`config.mk`:
```
export PLATFORM = sky130hd
export DESIGN_NAME = pdsm_front_flat
export DESIGN_NICKNAME = d
export VERILOG_FILES = /design/src/rtl/pdsm_pkg.sv /design/src/rtl/pdsm_in_if.sv /design/src/rtl/pdsm_front.sv /design/src/flat_wrapper.sv
export SDC_FILE = /design/constraint.sdc
export NUM_CORES = 1
export LEC_CHECK = 0
export ABC_AREA = 0
export BUFFER_PORTS_ARGS = -buffer_cell sky130_fd_sc_hd__buf_2
export CORE_UTILIZATION = 40
export DETAILED_ROUTE_END_ITERATION = 6
export PLACE_DENSITY = 0.65
export SYNTH_ARGS = -nofsm -noshare
export SYNTH_HDL_FRONTEND = slang
export SYNTH_SLANG_ARGS = --single-unit
```
`constraint.sdc`:
```
create_clock -name vclk -period 8.9
set_clock_uncertainty 0.15 [all_clocks]
set_input_delay 0.89 -clock vclk [all_inputs]
set_output_delay 0.89 -clock vclk [all_outputs]
set_load 0.005 [all_outputs]
```
`src/rtl/pdsm_pkg.sv`:
```
// Shared constants, register codes and types of the steering and speed mapper.
package pdsm_pkg;

    localparam int DEF_IMAGE_WIDTH  = 640;
    localparam int DEF_IMAGE_HEIGHT = 480;

    localparam int ERR_W      = 10;
    localparam int LINES_W    = 9;
    localparam int GAIN_W     = 20;
    localparam int KD_W       = 16;
    localparam int CMD_W      = 22;
    localparam int CFG_IDX_W  = 3;
    localparam int CFG_DATA_W = 22;

    localparam int PROD_W     = 25;
    localparam int SPT_W      = 25;
    localparam int KH_W       = 32;
    localparam int T_W        = 33;
    localparam int N_W        = 55;
    localparam int TMAG_W     = 61;
    localparam int G_W        = 55;
    localparam int UI_W       = 50;

    localparam int DIV_REM_W  = 33;
    localparam int DIV_DQ_W   = 60;
    localparam int DIV_STEP_W = 5;
    localparam int TERM_STEPS = 30;
    localparam int MAP_STEPS  = 11;
    localparam int MAP_QW     = 22;

    localparam logic [GAIN_W-1:0] RST_GAIN_LOW   = 20'd0;
    localparam logic [GAIN_W-1:0] RST_GAIN_HIGH  = 20'd102400;
    localparam logic [KD_W-1:0]   RST_DERIV_GAIN = 16'd10;
    localparam logic [CMD_W-1:0]  RST_SPEED_LOW  = 22'd1500000;
    localparam logic [CMD_W-1:0]  RST_SPEED_HIGH = 22'd1700000;
    localparam logic [CMD_W-1:0]  RST_STEER_LOW  = 22'd1000000;
    localparam logic [CMD_W-1:0]  RST_STEER_HIGH = 22'd2000000;

    typedef enum logic [CFG_IDX_W-1:0] {
        REG_GAIN_LOW   = 3'd0,
        REG_GAIN_HIGH  = 3'd1,
        REG_DERIV_GAIN = 3'd2,
        REG_SPEED_LOW  = 3'd3,
        REG_SPEED_HIGH = 3'd4,
        REG_STEER_LOW  = 3'd5,
        REG_STEER_HIGH = 3'd6
    } t_reg_idx;

    typedef struct packed {
        logic [GAIN_W-1:0] gain_low;
        logic [GAIN_W-1:0] gain_high;
        logic [KD_W-1:0]   kd;
        logic [CMD_W-1:0]  speed_low;
        logic [CMD_W-1:0]  speed_high;
        logic [CMD_W-1:0]  steer_low;
        logic [CMD_W-1:0]  steer_high;
    } t_cfg;

    typedef struct packed {
        logic signed [ERR_W-1:0]  e;
        logic signed [ERR_W:0]    diff;
        logic signed [PROD_W-1:0] prod;
        logic [SPT_W-1:0]         speed_t;
    } t_item;

    typedef struct packed {
        logic                  start;
        logic [DIV_REM_W-1:0]  rem;
        logic [DIV_DQ_W-1:0]   dq;
        logic [DIV_REM_W-1:0]  divisor;
        logic [DIV_STEP_W-1:0] steps;
    } t_div_req;

endpackage

```
`src/rtl/pdsm_in_if.sv`:
```
// Input channel carrying the lateral errors and the valid line count.
interface pdsm_in_if;
    logic                                valid;
    logic                                ready;
    logic signed [pdsm_pkg::ERR_W-1:0]   error_now;
    logic signed [pdsm_pkg::ERR_W-1:0]   error_prev;
    logic [pdsm_pkg::LINES_W-1:0]        valid_lines;

    modport source (output valid, error_now, error_prev, valid_lines, input ready);
    modport sink (input valid, error_now, error_prev, valid_lines, output ready);
endinterface

```
`src/rtl/pdsm_front.sv`:
```
// Front end: accepts a frame and forms the position product and clamped line square.
module pdsm_front #(
    parameter int IMAGE_WIDTH  = pdsm_pkg::DEF_IMAGE_WIDTH,
    parameter int IMAGE_HEIGHT = pdsm_pkg::DEF_IMAGE_HEIGHT
) (
    pdsm_in_if.sink          i_in,
    input  logic             i_full,
    output logic             o_push,
    output pdsm_pkg::t_item  o_item
);
    import pdsm_pkg::*;

    localparam int HALF = IMAGE_WIDTH / 2;
    localparam int H2   = IMAGE_HEIGHT * IMAGE_HEIGHT;

    logic signed [13:0] x;
    logic signed [13:0] wx;
    logic signed [27:0] prod_full;
    logic [17:0]        lsq;

    always_comb begin
        x         = 14'(i_in.error_now) + 14'(HALF);
        wx        = 14'(IMAGE_WIDTH) - x;
        prod_full = x * wx;
        lsq       = 18'(i_in.valid_lines) * 18'(i_in.valid_lines);
        o_item.e       = i_in.error_now;
        o_item.diff    = 11'(i_in.error_now) - 11'(i_in.error_prev);
        o_item.prod    = PROD_W'(prod_full);
        o_item.speed_t = (32'(lsq) > 32'(H2)) ? SPT_W'(H2) : SPT_W'(lsq);
    end

    assign i_in.ready = !i_full;
    assign o_push     = i_in.valid && !i_full;
endmodule

```
`src/flat_wrapper.sv`:
```
// flat-port wrapper written by rule: the top's interface ports become plain ports
module pdsm_front_flat import pdsm_pkg::*;
#(
    parameter int IMAGE_WIDTH  = pdsm_pkg::DEF_IMAGE_WIDTH,
    parameter int IMAGE_HEIGHT = pdsm_pkg::DEF_IMAGE_HEIGHT
)
  (i_full, o_push, o_item, i_in_valid, i_in_error_now, i_in_error_prev, i_in_valid_lines, i_in_ready);
  pdsm_in_if i_in_i ();
  input  logic i_full;
  output logic o_push;
  output pdsm_pkg::t_item o_item;
  input wire logic [$bits(i_in_i.valid)-1:0] i_in_valid;
  input wire logic [$bits(i_in_i.error_now)-1:0] i_in_error_now;
  input wire logic [$bits(i_in_i.error_prev)-1:0] i_in_error_prev;
  input wire logic [$bits(i_in_i.valid_lines)-1:0] i_in_valid_lines;
  output wire logic [$bits(i_in_i.ready)-1:0] i_in_ready;
  assign i_in_i.valid = i_in_valid;
  assign i_in_i.error_now = i_in_error_now;
  assign i_in_i.error_prev = i_in_error_prev;
  assign i_in_i.valid_lines = i_in_valid_lines;
  assign i_in_ready = i_in_i.ready;
  pdsm_front #(.IMAGE_WIDTH(IMAGE_WIDTH), .IMAGE_HEIGHT(IMAGE_HEIGHT)) u_core (.i_in(i_in_i), .i_full(i_full), .o_push(o_push), .o_item(o_item));
endmodule
```
==> impl_metrics.csv <==
group,metric,value,unit
critical_path,critPathArrivalTime,7.40,ns
timing,tns,0,ns
critical_path,path_class,"in -> out",
logic_synthesis,ys_warn_count,0,
floorplanning,chipWidth,146,um
logic_synthesis,synth_commonest_cells,"inv_1 (219), fa_1 (149), ha_1 (118), nor2_1 (73), and2_1 (59)",
logic_synthesis,yosysMostFrequentCell,"inv_1",
logic_synthesis,syn_area_per_cell,8.51,um^2
run,max-cap-violations,0,
floorplanning,coreArea,20300,um^2
floorplanning,dieHeight,146,um
timing,slew_headroom,55.3,%
route,vias,6291,
grt,grt_use_total,17.1,%
route,routed_wl,16900,um
critical_path,worstSetupPathDepth,25,
timing,max_freq,118,MHz
grt,grt_pass1_wl,30700,um
route,wl_per_cell,12.8,um
placement,hpwl,14700,um
logic_synthesis,synth.area.top_cells,"fa_1 (36%), ha_1 (18%), inv_1 (9.9%), xnor2_1 (4.8%), and2_1 (4.4%)",
cells_and_area,utilization,44.3,%
critical_path,cp_slowest_cell,"fa_1",
cells_and_area,layout-drive-gt1-share,12.6,%
cells_and_area,area_delta_synth_final,8.06,%
route,vias_per_cell,4.78,
timing,post-route-period-util,94.9,%
critical_path,cpLargestDelayFamily,"adder cells",
timing,hold_viol,0,
placement,place_congestion,0.838,
cells_and_area,antenna_cells,0,
critical_path,cpPeakStageDelay,0.55,ns
critical_path,end_kind,"output pin",
critical_path,cp.required,7.86,ns
cells_and_area,seq_cell_count,0,
worst_hold_path,holdPathStages,3,
route,drtPass1Iterations,6,
critical_path,crit_path_end,"o_item[46]",
timing,tightestPinTransition,0.671,ns
placement,port_buffers,96,
critical_path,cp_max_fo,12,
floorplanning,initial_core_util,41.0,%
cells_and_area,nets,1347,
cells_and_area,clock_buffers,0,
timing,setup_violations,0,
route,ant_nets,0,
outcome,status,"finished, final reports clean",
worst_hold_path,min_path_type,"in -> out",
floorplanning,top_level_ports,104,
timing,slew_violations,0,
critical_path,startpoint_type,"input pin",
logic_synthesis,synthCells,978,
logic_synthesis,synth.distinct_cells,63,
logic_synthesis,netlist_area,8320,um^2
critical_path,cpMostUsedCell,"fa_1",
route,drt_iter0_drc,213,
cells_and_area,ff_latch_area,0,um^2
logic_synthesis,yosys.area.top_type,"fa_1",
grt,antenna_found_initial,0,
grt,grt_pass1_vias,6635,
logic_synthesis,ys_seq_area_share,0,%
logic_synthesis,synth_top_area_share,35.9,%
floorplanning,row_count,52,
clocking,cts_setup_buffers,0,
grt,grt_max_degree,21,
route,drc_errors,0,
critical_path,startpoint,"i_in_error_now[1]",
timing,rsz0062_at_grt,"false",
floorplanning,dieArea,21400,um^2
critical_path,path_buf_inv,4,
timing,period_minus_slack,8.44,ns
grt,overflow,0,
[layer usage]
metal,up-vias,GRT usage (%),share of wire (%)
li1,3133,-,-
met1,3062,24.0,48
met2,82,29.9,48
met3,14,1.03,2.5
met4,0,1.61,1.1
met5,-,0,0
[logic make-up after synthesis]
| kind of cell | count (synthesis) | share of synthesized area, % |
|---|---|---|
| fa+ha+maj | 267 | 53.6 |
| compound gates | 115 | 9.52 |
| other cells | 1 | 0.0451 |
| simple gates | 267 | 16.8 |
| xor+xnor | 63 | 6.72 |
| buf+inv | 261 | 12.8 |
| mux | 4 | 0.511 |
[per-stage QoR]
stage	worst slack, ns	cells	area [um^2]	hold WS (ns)
after floorplan	0.773	985	8350	1.66
after global placement	0.515	1317	8980	1.85
after detailed placement	0.373	1317	8980	1.85
after CTS	0.353	1317	8980	1.86
after global routing	0.0418	1317	8990	1.87
final	0.457	1317	8990	1.85
[worst min path at each step]
stage | from | end | slack, ns
CTS | i_full | i_in_ready | 1.86
global route | i_full | i_in_ready | 1.87
global placement | i_full | i_in_ready | 1.85
detailed placement | i_full | i_in_ready | 1.85
finish | i_full | i_in_ready | 1.85
floorplan | i_full | i_in_ready | 1.66
[final cells by class]
| cell class | count | area [um^2] |
|---|---|---|
| inverters | 220 | 826 |
| multi-input cells | 724 | 7290 |
| well taps | 270 | 338 |
| repair buffers | 103 | 533 |
| fillers | 2075 | 11300 |
[cells in the final DEF (no fill, tap or decap), drive strengths merged, types with 3 or more instances in the layout]
cell type,instances
inv,220
fa,149
ha,118
buf,103
nor2,74
and2,60
xnor2,46
nand2,43
a21oi,37
nand2b,31
nor2b,23
o21ai,20
xor2,17
a21o,16
nor3,10
a21boi,9
conb,8
nand3,6
or2,5
o21a,5
nor3b,4
o211ai,4
a211oi,3
nor4b,3
[repair_timing]
action | 4_1_cts | 5_1_grt
resized for setup | 0 | 2
hold buffers | 0 | 0
setup endpoints to repair | 0 | 3
Power is not shown: default switching activity piles up to over one toggle a cycle in this logic, so the estimate is an artifact.
