<file path="src/rtl/pdsm_pkg.sv">
// Shared constants, register codes and types of the steering and speed mapper.
package pdsm_pkg;

    localparam int DEF_IMAGE_WIDTH  = 640;
    localparam int DEF_IMAGE_HEIGHT = 480;

    localparam int ERR_W      = 10;
    localparam int LINES_W    = 9;
    localparam int GAIN_W     = 20;
    localparam int KD_W       = 16;
    localparam int CMD_W      = 22;
    localparam int CFG_IDX_W  = 3;
    localparam int CFG_DATA_W = 22;

    localparam int PROD_W     = 25;
    localparam int SPT_W      = 25;
    localparam int KH_W       = 32;
    localparam int T_W        = 33;
    localparam int N_W        = 55;
    localparam int TMAG_W     = 61;
    localparam int G_W        = 55;
    localparam int UI_W       = 50;

    localparam int DIV_REM_W  = 33;
    localparam int DIV_DQ_W   = 60;
    localparam int DIV_STEP_W = 5;
    localparam int TERM_STEPS = 30;
    localparam int MAP_STEPS  = 11;
    localparam int MAP_QW     = 22;

    localparam logic [GAIN_W-1:0] RST_GAIN_LOW   = 20'd0;
    localparam logic [GAIN_W-1:0] RST_GAIN_HIGH  = 20'd102400;
    localparam logic [KD_W-1:0]   RST_DERIV_GAIN = 16'd10;
    localparam logic [CMD_W-1:0]  RST_SPEED_LOW  = 22'd1500000;
    localparam logic [CMD_W-1:0]  RST_SPEED_HIGH = 22'd1700000;
    localparam logic [CMD_W-1:0]  RST_STEER_LOW  = 22'd1000000;
    localparam logic [CMD_W-1:0]  RST_STEER_HIGH = 22'd2000000;

    typedef enum logic [CFG_IDX_W-1:0] {
        REG_GAIN_LOW   = 3'd0,
        REG_GAIN_HIGH  = 3'd1,
        REG_DERIV_GAIN = 3'd2,
        REG_SPEED_LOW  = 3'd3,
        REG_SPEED_HIGH = 3'd4,
        REG_STEER_LOW  = 3'd5,
        REG_STEER_HIGH = 3'd6
    } t_reg_idx;

    typedef struct packed {
        logic [GAIN_W-1:0] gain_low;
        logic [GAIN_W-1:0] gain_high;
        logic [KD_W-1:0]   kd;
        logic [CMD_W-1:0]  speed_low;
        logic [CMD_W-1:0]  speed_high;
        logic [CMD_W-1:0]  steer_low;
        logic [CMD_W-1:0]  steer_high;
    } t_cfg;

    typedef struct packed {
        logic signed [ERR_W-1:0]  e;
        logic signed [ERR_W:0]    diff;
        logic signed [PROD_W-1:0] prod;
        logic [SPT_W-1:0]         speed_t;
    } t_item;

    typedef struct packed {
        logic                  start;
        logic [DIV_REM_W-1:0]  rem;
        logic [DIV_DQ_W-1:0]   dq;
        logic [DIV_REM_W-1:0]  divisor;
        logic [DIV_STEP_W-1:0] steps;
    } t_div_req;

endpackage

</file>
<file path="src/rtl/pdsm_fifo.sv">
// Two-entry queue between the front end and the arithmetic back end.
module pdsm_fifo (
    input  logic             i_clk,
    input  logic             i_rst_n,
    input  logic             i_push,
    input  pdsm_pkg::t_item  i_item,
    input  logic             i_pop,
    output logic             o_full,
    output logic             o_empty,
    output pdsm_pkg::t_item  o_item
);
    import pdsm_pkg::*;

    t_item      r_mem [2];
    logic       r_wp;
    logic       r_rp;
    logic [1:0] r_cnt;

    always_ff @(posedge i_clk) begin
        if (!i_rst_n) begin
            r_wp  <= 1'b0;
            r_rp  <= 1'b0;
            r_cnt <= 2'd0;
        end else begin
            if (i_push) begin
                r_wp <= !r_wp;
            end
            if (i_pop) begin
                r_rp <= !r_rp;
            end
            r_cnt <= r_cnt + 2'(i_push) - 2'(i_pop);
        end
    end

    always_ff @(posedge i_clk) begin
        if (i_push) begin
            r_mem[r_wp] <= i_item;
        end
    end

    assign o_full  = (r_cnt == 2'd2);
    assign o_empty = (r_cnt == 2'd0);
    assign o_item  = r_mem[r_rp];
endmodule

</file>
<file path="config.mk">
export PLATFORM = sky130hd
export DESIGN_NAME = pdsm_fifo
export DESIGN_NICKNAME = d
export VERILOG_FILES = /design/src/rtl/pdsm_pkg.sv /design/src/rtl/pdsm_fifo.sv
export SDC_FILE = /design/constraint.sdc
export NUM_CORES = 1
export LEC_CHECK = 0
export ABC_AREA = 1
export BUFFER_PORTS_ARGS = -buffer_cell sky130_fd_sc_hd__buf_2
export CAP_MARGIN = 15
export CORE_UTILIZATION = 40
export CTS_CLUSTER_DIAMETER = 120
export DETAILED_ROUTE_END_ITERATION = 7
export HOLD_SLACK_MARGIN = 0.12
export PLACE_DENSITY = 0.62
export SETUP_SLACK_MARGIN = 0.1
export SLEW_MARGIN = 20
export SYNTH_ARGS = -nofsm -noshare
export SYNTH_HDL_FRONTEND = slang
export SYNTH_SLANG_ARGS = --single-unit
</file>
<file path="constraint.sdc">
create_clock -name i_clk -period 13.4 [get_ports i_clk]
set_clock_uncertainty 0.2 [all_clocks]
set_input_delay 2.01 -clock i_clk [delete_from_list [all_inputs] [get_ports i_clk]]
set_output_delay 2.01 -clock i_clk [all_outputs]
set_load 0.05 [all_outputs]
</file>
==> results of run 1 <==
==> per-layer routing <==
metal / global-route usage / wire [um] / vias up
met2: 0.226 / 4950 / 102
met1: 0.143 / 3810 / 1386
met5: 0 / 0 / -
met3: 0.0512 / 668 / 16
met4: 0.0764 / 205 / 0
li1: - / - / 1305
==> cell families (layout without fill, tap and decap cells) <==
| logic type | Yosys count | after routing | share of synthesized area |
|---|---|---|---|
| DFF | 147 | 147 | 0.765 |
| muxes | 71 | 71 | 0.186 |
| and+or+nand+nor | 18 | 18 | 0.0121 |
| buffers and inverters | 15 | 189 | 0.0312 |
| adders and majority gates | 2 | 2 | 0.00439 |
| AOI/OAI and AO/OA | 1 | 1 | 0.000877 |
==> cells in the mapped netlist <==
| cell | n |
|---|---|
| mux2_2 | 1 |
| nand2_1 | 8 |
| buf_12 | 7 |
| dfxtp_1 | 5 |
| nor2_1 | 9 |
| nand3_1 | 1 |
| mux2_4 | 70 |
| buf_6 | 1 |
| inv_1 | 7 |
| ha_1 | 2 |
| a21oi_1 | 1 |
| edfxtp_1 | 142 |
==> tightest hold or removal path, delay by kind of cell (launching register included) <==
family	cells	cell delay [ns]
AND/OR/NAND/NOR	2	0.15
flip-flops	1	0.33
==> sequential cells by signal, summed over array words and instances, names as in the netlist, named ones only <==
| register | cells |
|---|---|
| r_cnt | 2 |
| r_mem | 142 |
| r_rp | 1 |
| r_wp | 1 |
==> through the flow <==
stage	utilization	power, mW	instances
floorplan	-	0.686	254
global placement	0.472	0.716	576
detailed placement	0.472	0.720	576
CTS	0.519	1.24	608
global route	0.519	1.26	608
finish	0.519	1.22	608
==> final cells by class <==
class                   count  area, um^2
flip-flops and latches    147        4370
inverters                   7        26.3
fillers                  1139        6680
repair buffers            150         758
multi-input cells          92        1170
clock inverters             9         175
well taps                 180         225
clock buffers              23         478
==> worst paths after layout <==
check,startpoint,to
min reg2reg,r_rp,flip-flop
min,r_rp,flip-flop
max,flip-flop,o_item[70]
max reg2reg,r_wp,r_mem[0][31]
==> where the power goes <==
part	internal (mW)	switching [mW]	total [mW]	leakage, nW
sequential	0.532	0.0108	0.543	1.38
clock	0.345	0.171	0.516	0.313
combinational	0.0545	0.111	0.165	1.22
==> out/qor.txt, run 1 <==
Syn_area_per_cell - 22.5 um^2
Chip Width - 121 um
Root buffer cell - clkbuf_16
Nets@finish - 492
Largest net degree at the start of global routing - 41
Yosys cell types - 12
Yosys top cell by area - edfxtp_1
Area grow syn2layout - 26.2%
Chip Height - 121 um
Crit end category - output pin
Endpoints failing setup - 0
Leakage - 2.91 nW
Gr usage total - 0.134
Post-DP Area - 6550 um^2
Routability cong. - 0.649
Layout cells sized above 1 - 0.591
Worst Hold Slack - 0.318 ns
FMAX - 213 MHz
CTS buffer count - 17
Vias per std cell - 4.62
ANT nets after route - 0
Fin. max-slew vios - 0
Req. time, crit path - 11.19 ns
Post-synthesis cell area - 5700 um^2
Hold Crit Depth - 2
Vias post-DR - 2809
Dpl ws - 9.06 ns
# DRC - 0
Worst Setup Start Kind - flip-flop
CTS Hold Bufs - 0
Worst min-delay path class - reg2reg
Dpl hpwl - 6060 um
Clock Path Buffers - 2
Slew headroom - 0.356
Synthesis-stage register bit count - 147
Row count - 43
R2R cell count - 2
Worst vdd ir - 90.6 uV
Sequential-to-total area share from yosys stat - 0.765
Crit Path Max Fanout - 36
Ports - 148
Antenna Diode Count - 0
Initial antenna violation count - 0
Post-Route WL - 9630 um
TritonCTS clock tree - done
Post-cts gate resize count - 0
Worst setup margin - 8.69 ns
Design area - 7200 um^2
Fin. Hold Viols - 0
Final TNS setup - 0 ns
Post-CTS setup buffers - 0
Routed WL per cell - 15.8 um
Tmin final - 4.71 ns
CP Data Arrival Time - 2.50 ns
Critical path class - reg2out
Reg clk slew, reported paths - 0.05 ns
R2R Setup Slk - 11.08 ns
Max-cap violations - 0
First-pass GRT wire length - 14200 um
Status - completed
Initial DRC Count - 165
CP Buf/Inv Count - 2
Most frequent cells in the layout - buf_2, edfxtp_1, mux2_4, clkbuf_16
# port buffers - 147
Tcrit/Tclk final - 0.351
Starting Density - 0.411
Sink Count - 147
Worst-skew pair later-pin latency - 0.41 ns
GRT overflow - 0
Cells along the critical path - buf_4 > mux2_2 > buf_2
Syn nets - 331
Critical path's top delay family - buffers and inverters
Unrepaired setup endpoints after global routing - false
Power Dens Cells - 170 nW/um^2
Synth top area cells - edfxtp_1, mux2_4, buf_12
Synth top area share - 0.748
Slew at the pin closest to its max-slew limit - 0.964 ns
Slowest CP cell - dfxtp_4
H-tree Lvls - 4
Total core area - 13900 um^2
Number of global-route vias before repair - 2926
Die area - 14700 um^2
First-pass DRT Iterations - 4
Yosys warnings - 0
Slowest stage delay, CP - 0.78 ns
Cells after synthesis - 254
Most common cell after layout, fill and taps aside - buf_2
Stages on worst setup path - 3
Note: power is estimated with default switching activity, not from simulation.
==> run 2: changes to the inputs <==
- ABC_AREA: 1 -> 0
- PLACE_DENSITY: 0.62 -> 0.65
- clock period: 13.4 -> 4.15 ns (I/O delays scaled with it)
==> run 2 against run 1 <==
Combinational power rose to 3.7 times the previous value. Cell count fell by 1.5%. Synthesized cell count fell by 4.7%. Die area did not move. Synthesized area did not move. Non-clock buffer count rose by 2. Critical path depth did not move. Global-route usage rose by 0.34 points. Sequential share of layout area fell by 0.053 points. Design area barely moved. Largest cell class unchanged.
==> out/qor.txt, run 2 <==
Starting Density - 0.411 (unchanged)
Combinational fraction of design power - 0.153 (+0.018)
Top post-synthesis cells by count - edfxtp_1, mux2_4, buf_12, dfxtp_1
Worst Setup Start Kind - flip-flop
Gr usage total - 0.137 (+0.00344)
Initial antenna violation count - 1 (+1)
Yosys top cell by area - edfxtp_1
Slew at the pin closest to its max-slew limit - 0.991 ns (+0.0274 ns)
First-pass GRT wire length - 14400 um (+0.92%)
Sequential Power Share - 0.441 (-0.003)
Synthesis-stage register bit count - 147 (unchanged)
Post-synthesis cell area - 5700 um^2 (unchanged)
Number of global-route vias before repair - 2855 (-2.4%)
Total core area - 13900 um^2 (unchanged)
Max FFs per register - 142 (unchanged)
ANT nets after route - 0 (unchanged)
Fin. max-slew vios - 0 (unchanged)
CP Data Arrival Time - 2.20 ns (-0.30 ns)
CTS buffer count - 17 (unchanged)
Initial DRC Count - 170 (+3.0%)
Post-cts gate resize count - 0 (unchanged)
Root buffer cell - clkbuf_16
FMAX - 331 MHz
Top FF cell, synth - edfxtp_1
Regs by FF count - r_mem (142), r_cnt (2)
Number of enable flip-flop cells after synthesis - 142 (unchanged)
Worst-skew pair later-pin latency - 0.41 ns (about the same)
Sink Count - 147 (unchanged)
# port buffers - 147 (unchanged)
Area grow syn2layout - 26.3% (about the same)
Syn_area_per_cell - 23.6 um^2 (+5.0%)
Syn nets - 319 (-3.6%)
Clock share of power - 0.406 (-0.015)
Critical path's top delay family - flip-flops
Die area - 14700 um^2 (unchanged)
Power Dens Cells - 553 nW/um^2 (+230%)
Fraction of registers with async set/reset - 0 (unchanged)
Nets@finish - 482 (-2.0%)
Cells after synthesis - 242 (-4.7%)
Req. time, crit path - 3.33 ns (-7.86 ns)
Synth top area cells - edfxtp_1, mux2_4, buf_12
Routability cong. - 0.690 (+6.4%)
Most frequent cells in the layout - buf_2, edfxtp_1, mux2_4, clkbuf_16, buf_4
Tcrit/Tclk final - 0.729
Vias post-DR - 2726 (-3.0%)
Endpoints failing setup - 0 (unchanged)
Worst vdd ir - 272 uV (+200%)
CTS Hold Bufs - 0 (unchanged)
Reg clk slew, reported paths - 0.06 ns (about the same)
Area of the multi-input gates - 1190 um^2 (+1.8%)
Post-Route WL - 9550 um (-0.91%)
Yosys cell types - 14 (+2)
Dpl ws - 1.50 ns (-7.56 ns)
Cells along the critical path - buf_4 > mux2_4 > buf_2
Layout cells sized above 1 - 0.612 (+0.0213)
Most common cell after layout, fill and taps aside - buf_2
Max-cap violations - 0 (unchanged)
Leakage - 2.89 nW (-0.55%)
Worst Hold Slack - 0.194 ns (-0.124 ns)
Final TNS setup - 0 ns (unchanged)
Worst setup margin - 1.13 ns (-7.57 ns)
Ports - 148 (unchanged)
Top reg by flops - r_mem
Slowest stage delay, CP - 0.79 ns (about the same)
Post-CTS setup buffers - 0 (unchanged)
TritonCTS clock tree - done
Routed WL per cell - 15.9 um (+0.58%)
Sw Ratio - 0.248 (+0.00914)
Chip Width - 121 um (unchanged)
Crit end category - output pin
Dpl hpwl - 6140 um (+1.2%)
Most numerous cell in the Yosys netlist - edfxtp_1
Row count - 43 (unchanged)
Unrepaired setup endpoints after global routing - false
Power Internal - 3.00 mW (+220%)
Fin. Hold Viols - 0 (unchanged)
GRT overflow - 0 (unchanged)
Synth top area share - 0.748 (unchanged)
Slowest CP cell - dfxtp_4
Worst min-delay path class - in2reg
H-tree Lvls - 4 (unchanged)
Design area - 7210 um^2 (about the same)
Status - completed
# fillers - 1147 (+0.70%)
Switching pwr - 0.990 mW (+240%)
R2R Setup Slk - 2.14 ns (-8.94 ns)
Sequential-to-total area share from yosys stat - 0.765 (unchanged)
CP Buf/Inv Count - 2 (unchanged)
Vias per std cell - 4.55 (-1.5%)
Largest net degree at the start of global routing - 72 (+76%)
Tmin final - 3.02 ns
Post-DP Area - 6560 um^2 (+0.27%)
Sequential cell area - 4370 um^2 (unchanged)
Chip Height - 121 um (unchanged)
Crit Path Max Fanout - 36 (unchanged)
Final core utilization - 0.519 (about the same)
Clock Path Buffers - 2 (unchanged)
Yosys warnings - 0 (unchanged)
# DRC - 0 (unchanged)
Critical path class - reg2out
First-pass DRT Iterations - 4 (unchanged)
Slew headroom - 0.339 (-0.0168)
-- run 2: changes by cell type in the layout (fill, tap and decap cells not counted), sizes merged, moves of 2 or more --
cell / delta
buf: +2
nand2: -8
inv: -5
clkinv: +2
nor2: -8
and2: +4
nor2b: +4
-- run 2: path summary, 6_finish.rpt --
check,startpoint,end,depth (start not counted)
max reg2reg,r_wp,r_mem[0][31],2
max,flip-flop,o_item[18],3
min,i_item[47],r_mem[1][47],1
min reg2reg,r_rp,r_rp,2
-- run 2: cells by family after synthesis --
kind of cell | Yosys count | synth area share
AOI/OAI and AO/OA | 1 | 0.00132
xor gates and xnor gates | 2 | 0.00548
adders and majority gates | 2 | 0.00439
buffers and inverters | 10 | 0.0279
DFF | 147 | 0.765
muxes | 71 | 0.186
and+or+nand+nor | 9 | 0.00943
-- run 2: per-layer routing --
metal | share of wire | track usage | vias to the layer above
met4 | 0.019 | 0.0741 | 0
met1 | 0.42 | 0.161 | 1322
met3 | 0.083 | 0.0583 | 14
met2 | 0.48 | 0.213 | 107
met5 | 0 | 0 | -
li1 | - | - | 1283
-- run 2: power by group through the flow --
stage / registers (mW) / logic (mW) / clock network, mW
3_5_place_dp: 1.79 / 0.616 / 0
2_1_floorplan: 1.77 / 0.523 / 0
4_1_cts: 1.76 / 0.618 / 1.65
5_1_grt: 1.77 / 0.641 / 1.71
6_report: 1.76 / 0.610 / 1.62
3_3_place_gp: 1.79 / 0.610 / 0
-- run 2: final cells by class --
class                      count  area share
clock buffer                  23      0.0677
sequential                   147       0.606
inverter                       2     0.00104
antenna                        1    0.000347
clock inverter                 9      0.0210
tap                          180      0.0313
multi-input combinational     85       0.165
timing repair buffer         152       0.107
-- run 2: stage by stage --
stage,instances,power [mW]
detailed placement,566,2.41
global placement,566,2.40
floorplan,242,2.29
CTS,598,4.03
global route,598,4.12
finish,599,3.99
==> run 3: changes to the inputs <==
- clock period: 4.15 -> 2.7 ns (I/O delays scaled with it)
==> run 3 against run 2 <==
Worst setup slack lost 0.89 ns. Design area grew 9.6%. Non-clock buffer count grew 73. Sequential power grew 53%.
==> out/qor.txt, run 3 (synthesized netlist as in run 2, its figures left out) <==
Design area - 7890 um^2 (+9.6%)
Total core area - 13900 um^2 (unchanged)
Routability cong. - 0.660 (-4.4%)
# fillers - 1102 (-3.9%)
Vias per std cell - 4.46 (-2.0%)
Chip Height - 121 um (unchanged)
Area grow syn2layout - 38.4%
GRT overflow - 0 (unchanged)
Endpoints failing setup - 0 (unchanged)
PnR Total Power - 5.92 mW (+49%)
Gr usage total - 0.147 (+0.00915)
# DRC - 0 (unchanged)
Max-cap violations - 0 (unchanged)
First-pass GRT wire length - 15700 um (+9.2%)
Worst-skew pair later-pin latency - 0.41 ns (about the same)
Area of the multi-input gates - 1190 um^2 (unchanged)
Power Dens Cells - 751 nW/um^2 (+36%)
Hold path startpoint - i_push
Die area - 14700 um^2 (unchanged)
CTS buffer count - 17 (unchanged)
R2R Setup Slk - 1.10 ns (-1.04 ns)
Root buffer cell - clkbuf_16
Req. time, crit path - 2.10 ns (-1.23 ns)
Slew headroom - 0.709 (+0.369)
Tmin final - 2.46 ns
ANT nets after route - 0 (unchanged)
Sink Count - 147 (unchanged)
Starting Density - 0.411 (unchanged)
Fin. max-slew vios - 0 (unchanged)
Chip Width - 121 um (unchanged)
Nets@finish - 555 (+15%)
Post-DP Area - 6620 um^2 (+0.88%)
Row count - 43 (unchanged)
Status - completed
Layout cells sized above 1 - 0.517 (-0.0951)
Top reg by flops - r_mem
Worst vdd ir - 453 uV (+67%)
Hold Crit Depth - 3 (+2)
Fin. Hold Viols - 0 (unchanged)
Tcrit/Tclk final - 0.912
Leakage - 3.17 nW (+9.4%)
Crit end category - output pin
Hold EP - r_wp
FMAX - 406 MHz
CP Data Arrival Time - 1.86 ns (-0.34 ns)
Routed WL per cell - 15.1 um (-5.1%)
Initial antenna violation count - 0 (-1)
Largest net degree at the start of global routing - 72 (unchanged)
Final TNS setup - 0 ns (unchanged)
R2R cell count - 6 (+4)
Vias post-DR - 2993 (+9.8%)
Regs by FF count - r_mem (142), r_cnt (2)
# placed instances - 567 (+0.18%)
Ports - 148 (unchanged)
Number of global-route vias before repair - 3242 (+14%)
Most common cell after layout, fill and taps aside - buf_2
Unrepaired setup endpoints after global routing - false
Clock Path Buffers - 2 (unchanged)
Worst min-delay path class - in2reg
Post-cts gate resize count - 0 (unchanged)
First-pass DRT Iterations - 4 (unchanged)
Reg clk slew, reported paths - 0.05 ns (about the same)
Initial DRC Count - 172 (+1.2%)
Sequential cell area - 4370 um^2 (unchanged)
TritonCTS clock tree - done
Slew at the pin closest to its max-slew limit - 0.437 ns (-0.554 ns)
Antenna Diode Count - 0 (-1)
Worst Setup Start Kind - flip-flop
Crit Path Max Fanout - 21 (-42%)
Max FFs per register - 142 (unchanged)
Most frequent cells in the layout - buf_2, edfxtp_1, dlygate4sd3_1, mux2_4, clkbuf_16
Post-Route WL - 10100 um (+6.3%)
Critical path class - reg2out
R2R Path Start - r_cnt[0]
Critical R2R Capture - r_cnt[1]
Post-layout instance count excluding filler cells - 671 (+12%)
# port buffers - 147 (unchanged)
H-tree Lvls - 4 (unchanged)
## run 3: cell count changes in the layout (fill, tap and decap cells not counted)
| cell | previous run | this run |
|---|---|---|
| bufinv_16 | 4 | 2 |
| clkinv_1 | 0 | 2 |
| clkinv_4 | 1 | 0 |
| clkinv_2 | 3 | 5 |
| clkbuf_8 | 4 | 0 |
| clkinvlp_4 | 1 | 3 |
| buf_12 | 0 | 4 |
| buf_4 | 5 | 2 |
| dlygate4sd3_1 | 0 | 72 |
| clkbuf_1 | 2 | 3 |
| diode_2 | 1 | 0 |
## run 3: worst max path at each step
stage | start | to | slack [ns] | cells past startpoint
5_1_grt | flip-flop | o_item[31] | 0.16 | 3
2_1_floorplan | i_push | r_mem[0][0] | 0.58 | 1
6_report | flip-flop | o_item[31] | 0.24 | 3
3_5_place_dp | flip-flop | o_item[38] | 0.65 | 3
3_3_place_gp | flip-flop | o_item[10] | 0.65 | 3
4_1_cts | flip-flop | o_item[63] | 0.20 | 3
## run 3: timing repair
| action | CTS | global route |
|---|---|---|
| hold endpoints to repair | 147 | 0 |
| buffers inserted | 0 | 0 |
| hold buffers | 72 | 0 |
## run 3: stage by stage
stage	setup slack (ns)	hold slack (ns)	util
final	0.237	0.159	0.569
after global routing	0.162	0.168	0.569
after CTS	0.195	0.143	0.569
after detailed placement	0.649	0.393	0.477
after global placement	0.649	0.365	0.477
after floorplan	0.577	0.304	-
## run 3: where the power goes
part	internal (mW)	switching, mW
Clock	1.34	0.842
Combinational	0.404	0.645
Sequential	2.64	0.0531
## run 3: critical path: stages, from the launching register on
cell     delay [ns]
dfxtp_4        0.62
buf_4          0.28
mux2_4         0.32
buf_2          0.21
## run 3: final cells by class
class	instances	share of cell area
Sequential cell	147	0.553
Timing Repair Buffer	225	0.197
Multi-Input combinational cell	85	0.151
Clock buffer	20	0.0553
Tap cell	180	0.0285
Clock inverter	12	0.0146
Inverter	2	0.000951
## run 3: per-layer routing
metal / vias to the layer above / global-route usage / part of all wire
met5: - / 0 / 0
met4: 0 / 0.0687 / 0.016
met1: 1455 / 0.158 / 0.41
met3: 14 / 0.0540 / 0.058
met2: 94 / 0.254 / 0.52
li1: 1430 / - / -
